<file path="config.mk">
export PLATFORM = sky130hd
export DESIGN_NAME = lsb_watermark_extract_top_flat
export DESIGN_NICKNAME = d
export VERILOG_FILES = /design/src/hdl/lwe_pkg.sv /design/src/hdl/lwe_if.sv /design/src/hdl/lwe_in_reg.sv /design/src/hdl/lwe_core.sv /design/src/hdl/lwe_out_reg.sv /design/src/hdl/lsb_watermark_extract_top.sv /design/src/flat_wrapper.sv
export SDC_FILE = /design/constraint.sdc
export NUM_CORES = 1
export LEC_CHECK = 0
export ABC_AREA = 1
export BUFFER_PORTS_ARGS = -buffer_cell sky130_fd_sc_hd__buf_2
export CAP_MARGIN = 40
export CORE_MARGIN = 3
export CORE_UTILIZATION = 56
export DETAILED_ROUTE_END_ITERATION = 8
export PLACE_DENSITY = 0.74
export SKIP_LAST_GASP = 1
export SLEW_MARGIN = 20
export SYNTH_ARGS = -nofsm -noshare
export SYNTH_HDL_FRONTEND = slang
export SYNTH_SLANG_ARGS = --single-unit
</file>
<file path="constraint.sdc">
create_clock -name i_clk -period 12.7 [get_ports i_clk]
set_input_delay 2.54 -clock i_clk [delete_from_list [all_inputs] [get_ports i_clk]]
set_output_delay 2.54 -clock i_clk [all_outputs]
set_load 0.1 [all_outputs]
</file>
<file path="src/hdl/lwe_pkg.sv">
`timescale 1ns / 1ps

package lwe_pkg;

    // File layout
    localparam int HEADER_BYTES      = 54;
    localparam int SIG_BYTES         = 72;
    localparam int LEN_BYTES         = 32;
    localparam int MAX_MESSAGE_CHARS = 65536;

    // First byte of the message body; the position counter stops here
    localparam int BODY_START = HEADER_BYTES + SIG_BYTES + LEN_BYTES;
    localparam int POS_W      = $clog2(BODY_START + 1);
    localparam int CNT_W      = $clog2(MAX_MESSAGE_CHARS + 1);
    localparam int LEN_W      = 32;

    typedef enum logic [2:0] {
        ST_CHAR     = 3'd0,
        ST_NO_SIG   = 3'd1,
        ST_TOO_LONG = 3'd2,
        ST_EMPTY    = 3'd3,
        ST_TRUNC    = 3'd4
    } t_status;

    typedef struct packed {
        logic lsb;
        logic file_end;
    } t_item;

    typedef struct packed {
        logic [7:0] message_char;
        t_status    status;
        logic       last;
    } t_result;

    // Expected signature "watermark", one character per index
    function automatic logic [7:0] sig_char(input logic [3:0] k);
        logic [7:0] c;
        case (k)
            4'd0:    c = 8'h77; // w
            4'd1:    c = 8'h61; // a
            4'd2:    c = 8'h74; // t
            4'd3:    c = 8'h65; // e
            4'd4:    c = 8'h72; // r
            4'd5:    c = 8'h6D; // m
            4'd6:    c = 8'h61; // a
            4'd7:    c = 8'h72; // r
            4'd8:    c = 8'h6B; // k
            default: c = 8'h00;
        endcase
        return c;
    endfunction

endpackage

</file>
<file path="src/hdl/lwe_if.sv">
`timescale 1ns / 1ps

interface lwe_item_if;
    logic       valid;
    logic       ready;
    logic [7:0] file_byte;
    logic       file_end;

    modport source (output valid, output file_byte, output file_end, input ready);
    modport sink   (input valid, input file_byte, input file_end, output ready);
endinterface

interface lwe_result_if;
    logic       valid;
    logic       ready;
    logic [7:0] message_char;
    logic [2:0] status;
    logic       last;

    modport source (output valid, output message_char, output status, output last,
                    input ready);
    modport sink   (input valid, input message_char, input status, input last,
                    output ready);
endinterface

</file>
<file path="src/hdl/lwe_in_reg.sv">
`timescale 1ns / 1ps

module lwe_in_reg (
    input  logic          i_clk,
    input  logic          i_rst_n,
    lwe_item_if.sink      i_item,
    input  logic          i_take,    // core consumes the held byte this cycle
    output logic          o_valid,
    output lwe_pkg::t_item o_item
);
    import lwe_pkg::*;

    logic  r_valid;
    t_item r_item;

    assign i_item.ready = !r_valid || i_take;

    always_ff @(posedge i_clk) begin
        if (!i_rst_n) begin
            r_valid <= 1'b0;
        end else if (i_item.ready) begin
            r_valid <= i_item.valid;
        end
    end

    always_ff @(posedge i_clk) begin
        if (i_item.valid && i_item.ready) begin
            r_item.lsb      <= i_item.file_byte[0];
            r_item.file_end <= i_item.file_end;
        end
    end

    assign o_valid = r_valid;
    assign o_item  = r_item;

endmodule

</file>
<file path="src/hdl/lwe_core.sv">
`timescale 1ns / 1ps

module lwe_core (
    input  logic            i_clk,
    input  logic            i_rst_n,
    input  logic            i_fire,
    input  lwe_pkg::t_item  i_item,
    output logic            o_res_valid,
    output lwe_pkg::t_result o_res
);
    import lwe_pkg::*;

    localparam logic [POS_W-1:0] SIG_START  = POS_W'(HEADER_BYTES);
    localparam logic [POS_W-1:0] LEN_START  = POS_W'(HEADER_BYTES + SIG_BYTES);
    localparam logic [POS_W-1:0] BODY_POS   = POS_W'(BODY_START);
    localparam logic [LEN_W-1:0] MAX_LEN    = LEN_W'(MAX_MESSAGE_CHARS);

    logic [POS_W-1:0] r_pos, n_pos;
    logic [7:0]       r_shift, n_shift;
    logic             r_sig_ok, n_sig_ok;
    logic [LEN_W-1:0] r_len, n_len;
    logic [CNT_W-1:0] r_cnt, n_cnt;
    logic [2:0]       r_idx, n_idx;
    logic             r_done, n_done;

    logic [POS_W-1:0] sig_off;
    logic [POS_W-1:0] len_off;
    logic [7:0]       ch;
    logic             ok_now;

    assign sig_off = r_pos - SIG_START;
    assign len_off = r_pos - LEN_START;
    assign ch      = {i_item.lsb, r_shift[7:1]};

    always_comb begin
        n_pos       = r_pos;
        n_shift     = r_shift;
        n_sig_ok    = r_sig_ok;
        n_len       = r_len;
        n_cnt       = r_cnt;
        n_idx       = r_idx;
        n_done      = r_done;
        ok_now      = r_sig_ok;
        o_res_valid = 1'b0;
        o_res       = '{message_char: 8'h00, status: ST_CHAR, last: 1'b0};

        if (i_fire) begin
            if (!r_done) begin
                if (r_pos < SIG_START) begin
                    n_pos = r_pos + 1'b1;
                end else if (r_pos < LEN_START) begin
                    n_shift = ch;
                    if (sig_off[2:0] == 3'd7) begin
                        ok_now = r_sig_ok && (ch == sig_char(sig_off[6:3]));
                        if (sig_off[6:3] == 4'd8 && !ok_now) begin
                            o_res_valid = 1'b1;
                            o_res       = '{message_char: 8'h00, status: ST_NO_SIG,
                                            last: 1'b1};
                            n_done      = 1'b1;
                        end
                    end
                    n_sig_ok = ok_now;
                    n_pos    = r_pos + 1'b1;
                end else if (r_pos < BODY_POS) begin
                    // length arrives LSB first: shift in from the top
                    n_len = {i_item.lsb, r_len[LEN_W-1:1]};
                    if (len_off[4:0] == 5'd31) begin
                        if (n_len > MAX_LEN) begin
                            o_res_valid = 1'b1;
                            o_res       = '{message_char: 8'h00, status: ST_TOO_LONG,
                                            last: 1'b1};
                            n_done      = 1'b1;
                        end else if (n_len == '0) begin
                            o_res_valid = 1'b1;
                            o_res       = '{message_char: 8'h00, status: ST_EMPTY,
                                            last: 1'b1};
                            n_done      = 1'b1;
                        end
                    end
                    n_pos = r_pos + 1'b1;
                end else begin
                    n_shift = ch;
                    n_idx   = r_idx + 1'b1;
                    if (r_idx == 3'd7) begin
                        // length is known to be within bound here
                        n_cnt       = r_cnt + 1'b1;
                        o_res_valid = 1'b1;
                        o_res       = '{message_char: ch, status: ST_CHAR,
                                        last: (n_cnt >= r_len[CNT_W-1:0])};
                        n_done      = (n_cnt >= r_len[CNT_W-1:0]);
                    end
                end

                // early end gives a truncation unless this byte already ended the file
                if (i_item.file_end && !n_done) begin
                    o_res_valid = 1'b1;
                    o_res       = '{message_char: 8'h00, status: ST_TRUNC, last: 1'b1};
                end
            end

            if (i_item.file_end) begin
                n_pos    = '0;
                n_sig_ok = 1'b1;
                n_cnt    = '0;
                n_idx    = '0;
                n_done   = 1'b0;
            end
        end
    end

    always_ff @(posedge i_clk) begin
        if (!i_rst_n) begin
            r_pos    <= '0;
            r_sig_ok <= 1'b1;
            r_cnt    <= '0;
            r_idx    <= '0;
            r_done   <= 1'b0;
        end else begin
            r_pos    <= n_pos;
            r_sig_ok <= n_sig_ok;
            r_cnt    <= n_cnt;
            r_idx    <= n_idx;
            r_done   <= n_done;
        end
    end

    // shift registers are fully refilled before each use
    always_ff @(posedge i_clk) begin
        r_shift <= n_shift;
        r_len   <= n_len;
    end

endmodule

</file>
<file path="src/hdl/lwe_out_reg.sv">
`timescale 1ns / 1ps

module lwe_out_reg (
    input  logic             i_clk,
    input  logic             i_rst_n,
    input  logic             i_load,
    input  lwe_pkg::t_result i_res,
    output logic             o_free,
    lwe_result_if.source     o_result
);
    import lwe_pkg::*;

    logic    r_valid;
    t_result r_res;

    assign o_free = !r_valid || o_result.ready;

    always_ff @(posedge i_clk) begin
        if (!i_rst_n) begin
            r_valid <= 1'b0;
        end else if (o_free) begin
            r_valid <= i_load;
        end
    end

    always_ff @(posedge i_clk) begin
        if (i_load) begin
            r_res <= i_res;
        end
    end

    assign o_result.valid        = r_valid;
    assign o_result.message_char = r_res.message_char;
    assign o_result.status       = r_res.status;
    assign o_result.last         = r_res.last;

endmodule

</file>
<file path="src/hdl/lsb_watermark_extract_top.sv">
`timescale 1ns / 1ps

// Channel  | Dir | Payload                             | Transfer
// ---------+-----+-------------------------------------+--------------------
// i_item   | in  | file_byte[7:0], file_end            | valid && ready
// o_result | out | message_char[7:0], status[2:0], last| valid && ready
//
// One file byte per cycle, sustained while the result register is free. A byte
// is first held in the input register; then the extraction logic updates the
// counters and, where a result falls out, loads the result register.
// Reset (i_rst_n low, synchronous) empties both registers and returns the
// extractor to the start of a file; processing a byte with file_end set also
// returns the extractor to the start of a file, but empties no register.
// While the result register holds an unread result, the held byte waits in the
// input register, whether or not it gives a result, and i_item.ready drops.
module lsb_watermark_extract_top (
    input  logic          i_clk,
    input  logic          i_rst_n,
    lwe_item_if.sink      i_item,
    lwe_result_if.source  o_result
);
    import lwe_pkg::*;

    logic    in_valid;
    t_item   in_item;
    logic    out_free;
    logic    core_fire;
    logic    res_valid;
    t_result res;

    // Held byte is processed once the result register can take its outcome
    assign core_fire = in_valid && out_free;

    lwe_in_reg u_in_reg (
        .i_clk   (i_clk),
        .i_rst_n (i_rst_n),
        .i_item  (i_item),
        .i_take  (core_fire),
        .o_valid (in_valid),
        .o_item  (in_item)
    );

    // Header skip, signature check, length capture, character assembly and early-end detection
    lwe_core u_core (
        .i_clk       (i_clk),
        .i_rst_n     (i_rst_n),
        .i_fire      (core_fire),
        .i_item      (in_item),
        .o_res_valid (res_valid),
        .o_res       (res)
    );

    lwe_out_reg u_out_reg (
        .i_clk    (i_clk),
        .i_rst_n  (i_rst_n),
        .i_load   (core_fire && res_valid),
        .i_res    (res),
        .o_free   (out_free),
        .o_result (o_result)
    );

endmodule

</file>
<file path="src/flat_wrapper.sv">
// flat-port wrapper written by rule: the top's interface ports become plain ports
module lsb_watermark_extract_top_flat import lwe_pkg::*;
  (i_clk, i_rst_n, i_item_valid, i_item_file_byte, i_item_file_end, i_item_ready, o_result_valid, o_result_message_char, o_result_status, o_result_last, o_result_ready);
  lwe_item_if i_item_i ();
  lwe_result_if o_result_i ();
  input  logic i_clk;
  input  logic i_rst_n;
  input wire logic [$bits(i_item_i.valid)-1:0] i_item_valid;
  input wire logic [$bits(i_item_i.file_byte)-1:0] i_item_file_byte;
  input wire logic [$bits(i_item_i.file_end)-1:0] i_item_file_end;
  output wire logic [$bits(i_item_i.ready)-1:0] i_item_ready;
  output wire logic [$bits(o_result_i.valid)-1:0] o_result_valid;
  output wire logic [$bits(o_result_i.message_char)-1:0] o_result_message_char;
  output wire logic [$bits(o_result_i.status)-1:0] o_result_status;
  output wire logic [$bits(o_result_i.last)-1:0] o_result_last;
  input wire logic [$bits(o_result_i.ready)-1:0] o_result_ready;
  assign i_item_i.valid = i_item_valid;
  assign i_item_i.file_byte = i_item_file_byte;
  assign i_item_i.file_end = i_item_file_end;
  assign i_item_ready = i_item_i.ready;
  assign o_result_valid = o_result_i.valid;
  assign o_result_message_char = o_result_i.message_char;
  assign o_result_status = o_result_i.status;
  assign o_result_last = o_result_i.last;
  assign o_result_i.ready = o_result_ready;
  lsb_watermark_extract_top u_core (.i_clk(i_clk), .i_rst_n(i_rst_n), .i_item(i_item_i), .o_result(o_result_i));
endmodule
</file>
Word level (Yosys, flattened, before mapping)
Memories as Yosys holds them, arrays and structs flattened.
Cells that the tools add are included.

cells by class
  add/subtract/negate cells = 5
  magnitude comparators = 5
  equality and inequality tests = 10
  muxes and demuxes = 58
  bitwise operators = 4
  reduce and logical (&&, ||, !) cells = 25

operators with widths
  kind                                                        number
  two-way mux 17 bit                                          6
  two-way mux 8 bit                                           12
  two-way mux 12 bit                                          3
  > comparator 32 x 17 -> 1 bit, second input constant        1
  logical NOT 32 bit                                          1
  two-way mux 1 bit                                           25
  two-way mux 3 bit                                           8
  adder 17 x 1 -> 17 bit, second input constant               1
  greater-or-equal comparator 17 bit                          1
  AND reduction 5 bit                                         3
  adder 8 x 1 -> 8 bit, second input constant                 1
  == test 8 bit                                               1
  less-than comparator 8 x 6 -> 1 bit, second input constant  1
  less-than comparator 8 x 7 -> 1 bit, second input constant  1
  less-than comparator 8 bit, second input constant           1
  two-way mux 4 bit                                           2
  inequality test 2 x 1 -> 1 bit, second input constant       4
  subtractor 7 x 6 -> 7 bit, second input constant            1
  == test 3 bit, second input constant                        2
  logical AND 1 bit                                           6
  AND reduction 6 bit                                         1
  nonzero test 2 bit                                          3
  == test 5 bit, second input constant                        1
  subtractor 5 bit, second input constant                     1
  12 further kinds                                            20

word-level totals
  bits in registers = 86
  bits in read-only memories = 112
  input port bits = 13
  output and inout bits = 14
  word-level logic and storage cells = 123
  memories kept = 1

memory list
  memory            words  bits a word  rd ports  clocked after Yosys merged registers in  write ports  line           RTL
  (name not given)  16     7            1         0                                        0            lwe_pkg.sv:39  case (k)

Depth between registers and ports, before layout
Gate-level depths: netlist of run 1.

  depth after elaboration = 23
  gate-level depth with buffers = 23
  gate-level depth less buffers = 23

Hierarchy
Synthesis of run 1 repeated with hierarchy kept, for this count alone.

unflattened totals
  cell total of the unflattened synthesis = 518
  area total of the unflattened synthesis = 4550.6 sq um

by module, submodules not included
  module                     times used  cells each  area each (sq um)  sequential area each (sq um)
  lwe_core                   1           487         4015.1             1771.7
  lwe_out_reg                1           18          406.6              380.4
  lwe_in_reg                 1           9           111.4              80.1
  lsb_watermark_extract_top  1           4           17.5               0.0

Worst setup path before layout of run 1
Ideal clock, no wire load.

  path type = input port to flip-flop
  start point = in o_result_ready
  end point = reg u_core.u_core.r_len[0] (enable)
  data arrival time = 5.653 ns
  required time = 12.239 ns
  setup slack = 6.585 ns
  stages = 8
  path buffers = 0
  cells stage by stage = inv_1 > nand2_1 > nand2_1 > nor2_1 > inv_1 > nor2_1 > inv_1 > nor3_1

on the way
  word-level cells in the longest chain between the ends = 3

ends and longest elaborated chain
  element                               line                             RTL
  from (decl)                           flat_wrapper.sv:16               input wire logic [$bits(o_result_i.ready)-1:0] o_result_ready;
  logical OR 1 bit                      lwe_out_reg.sv:16                assign o_free = !r_valid || o_result.ready;
  logical AND 1 bit                     lsb_watermark_extract_top.sv:32  assign core_fire = in_valid && out_free;
  AND reduction 5 bit (no source line)  --
  to (signal assigned)                  lwe_core.sv:130                  r_len <= n_len;
  to (decl)                             lwe_core.sv:21                   logic [LEN_W-1:0] r_len, n_len;

No other way between the ends.
A chain may end at the register's enable or synchronous reset.

Worst setup path in the final report of run 1
  start point = in o_result_ready
  end point = out i_item_ready

on the way
  word-level cells in the longest chain between the ends = 3

ends and longest elaborated chain
  element            line                             RTL
  logical OR 1 bit   lwe_out_reg.sv:16
  logical AND 1 bit  lsb_watermark_extract_top.sv:32
  logical OR 1 bit   lwe_in_reg.sv:16                 assign i_item.ready = !r_valid || i_take;
  to (decl)          flat_wrapper.sv:11               output wire logic [$bits(i_item_i.ready)-1:0] i_item_ready;

No other way between the ends.

==> results_dict.tcl, run 1 <==
set metrics [dict create \
    status "completed" \
    viasPerCell 5.24 \
    worst_setup_path_start_kind "input port" \
    clock-sinks 85 \
    postLayoutSetupSlackWorst_ns 6.97 \
    die_x_um 95.3 \
    syn_avg_cell_area_sq_um 8.87 \
    synth_edf_count 53 \
    whs_endpoint "u_core.u_core.r_len[5]" \
    fp.coreArea_sq_mm 0.00749 \
    place_congestion 0.858 \
    hold_path.class "reg2reg" \
    dpl_cell_area_sq_mm 0.00467 \
    syn-num-nets 544 \
    die-area_sq_mm 0.00907 \
    finish.utilization_pct 65.1 \
    cap_violations 0 \
    reg2reg_to "u_core.u_out_reg.o_result.message_char[7]" \
    whs_path_depth 0 \
    setup_violations 0 \
    synth.largest_area_cell "edfxtp_1" \
    r2r-start "u_core.u_core.r_cnt[0]" \
    root_buffer "clkbuf_8" \
    cts_buffer_depth 2 \
    worst_pin_slew_ns 0.764 \
    io_buffers 19 \
    required_ns 10.16 \
    synth.area.top_cells "edfxtp_1 (36%), dfxtp_1 (14%), nand2_1 (8.7%)" \
    route.detailed.drc 0 \
    irDropWorstVdd_mv 0.0716 \
    layout.nets 571 \
    ys_top_cells_by_count "nand2_1 (104), inv_1 (69), nor2_1 (61)" \
    crit_start "o_result_ready" \
    initial_utilization_pct 59.6 \
    yosysTopAreaCellShare_pct 35.7 \
    synth_most_common_cell "nand2_1" \
    r2r_slack_ns 8.80 \
    arrival_ns 3.19 \
    fin_crit_ns 5.73 \
    r2r_cells 21 \
    drtIter0Drc 215 \
    n_antenna_cell 0 \
    finClkSkew_ns 0.0166 \
    power.density_mw_per_mm2 105 \
    grt_pass1_vias 3228 \
    vias 3324 \
    hold_viol_final 0 \
    wl_per_cell_um 13.1 \
    tns_ns 0 \
    layout-drive-gt1-share_pct 12.7 \
    final-seq-area_sq_mm 0.00223 \
    post_cts_buffers 0 \
    multi_input_area_sq_mm 0.00194 \
    cts-htree-levels 3 \
    chipHeight_um 95.3 \
    cts_buffers 9 \
    final_cell_area_sq_mm 0.00488 \
    nFillCells 618 \
    grt.total_usage_pct 20.5 \
    wl_mm 8.29 \
    timing.slew.headroom_pct 49.0 \
    ios 27 \
    first_pass_iters 5 \
    leakagePower_uw 0.00216 \
    rows 31 \
    synth-seq-cells 85 \
    antenna_found_initial 0 \
    grt_max_degree 33 \
    min_from "u_core.u_core.r_len[6]" \
    crit_fanout 3 \
    overflow 0 \
    clk_pin_slew_worst_paths_ns 0.08 \
    dp_hpwl_mm 6.15 \
    syn_inst 503 \
    insertion_delay_ns 0.35 \
    end_kind "output pin" \
    synth_warnings 0 \
    post_cts_resized 0 \
    critical_path_class "in2out" \
    fmax_mhz 174 \
    syn2layout_area_growth_pct 9.28 \
    grt_pass1_wl_mm 14.5 \
    seq_area_frac_synth_pct 50.0 \
    synthArstFlopShare_pct 0 \
    period_share_pct 45.1 \
    slew_violations 0 \
    postRouteAntennaNets 0 \
    yosysUniqueCellTypes 38 \
    rsz0062_at_grt "false" \
    synthesis.area_sq_mm 0.00446 \
    ys.flop_type "edfxtp_1" \
    pre_cts_slack_ns 6.96 \
    holdBufCountCts 0 \
    cts_tree "yes" \
]
[layer usage]
metal  track usage (%)  part of all wire, %  vias to the layer above
li1                  -                    -                     1714
met1              28.5                   49                     1538
met2              31.8                   45                       63
met3              3.55                  4.6                        9
met4              8.05                  1.3                        0
met5                 0                    0                        -
[where the power goes]
group	internal (uW)	leakage, uW	total, uW	switching (uW)
Clock	110	0.0000986	202	92.1
Combinational	3.47	0.00130	15.4	11.9
Sequential	292	0.000758	294	1.92
[worst max-delay path, cell delays in order]
cell and delay (ns):
buf_2 0.07, inv_1 0.04, nand3_1 0.10, buf_2 0.44
[cells by family after synthesis]
logic type / synth area share [%]
AO/OA/AOI/OAI: 7.18
buffers and inverters: 6.70
XOR/XNOR: 2.55
AND/OR/NAND/NOR: 25.7
flip-flops: 50.0
adder cells (fa/ha/maj): 7.85
[metrics by stage]
step,hold slack [ns],cells,power [uW]
6_report,0.454,634,511
2_1_floorplan,0.426,503,311
5_1_grt,0.461,634,531
3_5_place_dp,0.435,618,315
3_3_place_gp,0.432,618,315
4_1_cts,0.453,634,516
[sequential cells by signal (all words and copies together) (netlist names)]
signal                                  count
u_core.u_out_reg.o_result.message_char      8
u_core.u_out_reg.o_result.status            3
u_core.u_core.r_pos                         8
u_core.u_core.r_shift                       7
u_core.u_core.r_done                        1
u_core.u_core.r_idx                         3
u_core.u_core.r_cnt                        17
u_core.u_in_reg.o_item                      2
u_core.u_core.r_len                        32
u_core.u_in_reg.o_valid                     1
u_core.u_core.r_sig_ok                      1
u_core.u_out_reg.o_result.valid             1
u_core.u_out_reg.o_result.last              1
[cell type report]
cell class	count	area share, %
Sequential cell	85	45.8
Multi-Input combinational cell	341	39.7
Inverter	73	5.65
Clock buffer	11	2.69
Tap cell	99	2.54
Timing Repair Buffer	20	2.10
Clock inverter	5	1.54
[cell usage in the layout, fill, tap and decap left out, types with 3 or more instances in the layout]
| cell type | count |
|---|---|
| nor2_1 | 61 |
| nor4_1 | 3 |
| o21ai_0 | 8 |
| nand2_1 | 104 |
| nand3_1 | 27 |
| inv_1 | 69 |
| buf_2 | 19 |
| xor2_1 | 11 |
| nand2_2 | 12 |
| edfxtp_1 | 53 |
| ha_1 | 28 |
| dfxtp_1 | 32 |
| nand2_4 | 5 |
| a21oi_1 | 35 |
| nand4_1 | 13 |
| a22oi_1 | 3 |
| inv_2 | 3 |
| nor3_2 | 3 |
| nor2_2 | 3 |
| clkbuf_8 | 9 |
[worst max-delay path by stage]
stage | to | slack [ns]
floorplan | u_core.u_core.r_len[0] | 6.59
global placement | i_item_ready | 6.98
detailed placement | i_item_ready | 6.96
CTS | i_item_ready | 6.96
global route | i_item_ready | 6.91
finish | i_item_ready | 6.97
(Power assumes the default switching activity.)
==> inputs of run 2 (changes only) <==
--- a/config.mk
+++ b/config.mk
@@ -5,7 +5,7 @@
 export SDC_FILE = /design/constraint.sdc
 export NUM_CORES = 1
 export LEC_CHECK = 0
-export ABC_AREA = 1
+export ABC_AREA = 0
 export BUFFER_PORTS_ARGS = -buffer_cell sky130_fd_sc_hd__buf_2
 export CAP_MARGIN = 40
 export CORE_MARGIN = 3
==> constraint.sdc (replaced) <==
create_clock -name i_clk -period 5.6 [get_ports i_clk]
set_input_delay 1.12 -clock i_clk [delete_from_list [all_inputs] [get_ports i_clk]]
set_output_delay 1.12 -clock i_clk [all_outputs]
set_load 0.1 [all_outputs]
==> results_dict.tcl, run 2 <==
set metrics [dict create \
    status "completed" \
    period_share_pct 76.0 \
    wl_mm 8.90 \
    netSwitchingPower_uw 275 \
    layout.nets 498 \
    synth-seq-cells 85 \
    die-area_sq_mm 0.00934 \
    path_cells "ha_1, and3_1, and3_1, and3_1, and2_1, nand4_1, xnor2_1, ha_1, nand4_1, nor4_1, a221oi_1, a21oi_1, nor3_2, or3_1" \
    rows 32 \
    holdBufCountCts 0 \
    r2r-start "u_core.u_core.r_cnt[0]" \
    seq_area_frac_synth_pct 48.5 \
    n_antenna_cell 0 \
    dpl.cell_count 548 \
    cts-htree-levels 3 \
    end_kind "flop" \
    cts_tree "yes" \
    vias 3275 \
    seqPwrFrac_pct 57.6 \
    synthArstFlopShare_pct 0 \
    critical_path_class "reg2reg" \
    cts_buffers 9 \
    grt.total_usage_pct 19.5 \
    power.density_mw_per_mm2 234 \
    crit_family "simple AND/OR/NAND/NOR gates" \
    ys.flop_type "edfxtp_1" \
    grt_pass1_wl_mm 15.1 \
    fmax_mhz 235 \
    layout-drive-gt1-share_pct 11.7 \
    synth.area.top_cells "edfxtp_1 (35%), dfxtp_1 (14%), ha_1 (7.6%)" \
    finClkSkew_ns 0.0139 \
    grt_max_degree 33 \
    whs_endpoint "u_core.u_core.r_len[30]" \
    overflow 0 \
    internal_power_uw 885 \
    synthesis.area_sq_mm 0.00460 \
    fin_cells 564 \
    slew_violations 0 \
    insertion_delay_ns 0.35 \
    hold_viol_final 0 \
    syn_inst 440 \
    top_layer "met4" \
    syn_avg_cell_area_sq_um 10.5 \
    max_flop_register "u_core.u_core.r_len" \
    clkPwrFrac_pct 38.1 \
    worst_pin_slew_ns 0.716 \
    crit_fanout 12 \
    synth_warnings 0 \
    met3_length_um 329 \
    antenna_found_initial 0 \
    cts_buffer_depth 2 \
    final_cell_mix "edfxtp_1 (53), nand2_1 (35), dfxtp_1 (32), ha_1 (28), nor2_1 (27)" \
    max_stage_delay_ns 0.61 \
    min_from "u_core.u_core.r_len[31]" \
    yosysTopAreaCellShare_pct 34.6 \
    wl_met1_mm 4.49 \
    r2r_cells 14 \
    grt_pass1_vias 3152 \
    cpMostUsedCell "and3_1" \
    tns_ns 0 \
    chipHeight_um 96.6 \
    initial_utilization_pct 58.6 \
    setup_violations 0 \
    hold_path.class "reg2reg" \
    rsz0062_at_grt "false" \
    total_power_uw 1160 \
    fin_crit_ns 4.26 \
    r2r_slack_ns 1.34 \
    root_buffer "clkbuf_8" \
    top_regs "u_core.u_core.r_len (32), u_core.u_core.r_cnt (17)" \
    viasPerCell 5.81 \
    synth.largest_area_cell "edfxtp_1" \
    io_buffers 19 \
    post_cts_resized 0 \
    synth_edf_count 53 \
    arrival_ns 4.28 \
    fp.coreArea_sq_mm 0.00785 \
    wl_met2_mm 3.92 \
    clk_pin_slew_worst_paths_ns 0.09 \
    ios 27 \
    postRouteAntennaNets 0 \
    whs_path_depth 0 \
    yosysUniqueCellTypes 65 \
    cp_slowest_cell "or3_1" \
    path_buf_inv 0 \
    pre_cts_slack_ns 1.36 \
    cap_violations 0 \
    drtIter0Drc 123 \
    postLayoutSetupSlackWorst_ns 1.34 \
    first_pass_iters 4 \
    leakagePower_uw 0.00192 \
    reg2reg_to "u_core.u_out_reg.o_result.message_char[7]" \
    route.detailed.drc 0 \
    dp_hpwl_mm 6.50 \
    p_sw_share_pct 23.7 \
    share_comb_of_total_power_pct 4.4 \
    timing.slew.headroom_pct 52.1 \
    die_x_um 96.6 \
    ys_top_cells_by_count "edfxtp_1 (53), nand2_1 (35), dfxtp_1 (32)" \
    wl_per_cell_um 15.8 \
    irDropWorstVdd_mv 0.131 \
    synth_most_common_cell "edfxtp_1" \
    largest_reg_flops 32 \
    finish.utilization_pct 63.1 \
    syn2layout_area_growth_pct 7.67 \
    place_congestion 0.871 \
    worst_setup_path_start_kind "flop" \
    required_ns 5.62 \
    final_common_cell "edfxtp_1" \
    post_cts_buffers 0 \
    syn-num-nets 481 \
    clock-sinks 85 \
]
==> run 2: cell count changes in the layout (fill, tap and decap cells not counted), moves of 18 or more <==
cell	change
nand3_1	-21
nor2_1	-34
and2_1	+19
inv_1	-45
o21ai_0	+18
a21oi_1	-21
nand2_1	-69
==> run 2: metal layers <==
layer / up-vias / track usage (%)
met3: 14 / 3.10
met2: 71 / 28.8
met5: - / 0
met4: 0 / 7.24
li1: 1636 / -
met1: 1554 / 29.1
==> run 2: through the flow <==
stage                     area [sq um]  hold WS [ns]
after global placement            4740         0.433
after global routing              4950         0.468
after detailed placement          4750         0.445
after CTS                         4950         0.462
after floorplan                   4600         0.427
final                             4950         0.460
==> run 2: worst max-delay path by stage <==
stage	from	to	slack [ns]	cells past startpoint
floorplan	u_core.u_core.r_cnt[0]	u_core.u_out_reg.o_result.last	1.89	14
global placement	u_core.u_core.r_cnt[0]	u_core.u_out_reg.o_result.message_char[0]	1.41	16
detailed placement	u_core.u_core.r_cnt[0]	u_core.u_out_reg.o_result.message_char[2]	1.36	14
CTS	u_core.u_core.r_cnt[0]	u_core.u_out_reg.o_result.message_char[7]	1.33	14
global route	u_core.u_core.r_cnt[0]	u_core.u_out_reg.o_result.message_char[6]	0.96	14
finish	u_core.u_core.r_cnt[0]	u_core.u_out_reg.o_result.message_char[7]	1.34	14
==> run 2: cell families (layout without fill, tap and decap cells) <==
kind of cell	after synthesis	in the layout	synth area share, %
XOR/XNOR	28	28	5.33
multiplexers	2	2	0.435
adder cells (fa/ha/maj)	29	29	7.83
AND/OR/NAND/NOR	167	167	20.3
buffers and inverters	39	61	3.89
AO/OA/AOI/OAI	90	90	13.7
flip-flops	85	85	48.5
==> run 2: power by group through the flow <==
stage | Clock [uW] | Combinational [uW] | Sequential, uW
after global routing | 473 | 53.6 | 669
after detailed placement | 0 | 50.7 | 682
final | 442 | 50.5 | 668
after global placement | 0 | 49.9 | 682
after floorplan | 0 | 15.6 | 707
after CTS | 452 | 50.8 | 668
==> run 2: cell type report <==
class,instances,area (sq um)
repair buffers,21,110
multi-input cells,316,2190
well taps,102,128
fillers,650,2890
flip-flops and latches,85,2230
inverters,24,90.1
clock buffers,9,124
clock inverters,7,77.6
==> run 2: worst reg2reg max path, delay by kind of cell, from the launching register on <==
family	cells	cell delay, ns
xor+xnor	1	0.17
fa+ha+maj	2	0.56
flops	1	0.41
compound gates	2	0.55
simple gates	9	2.23
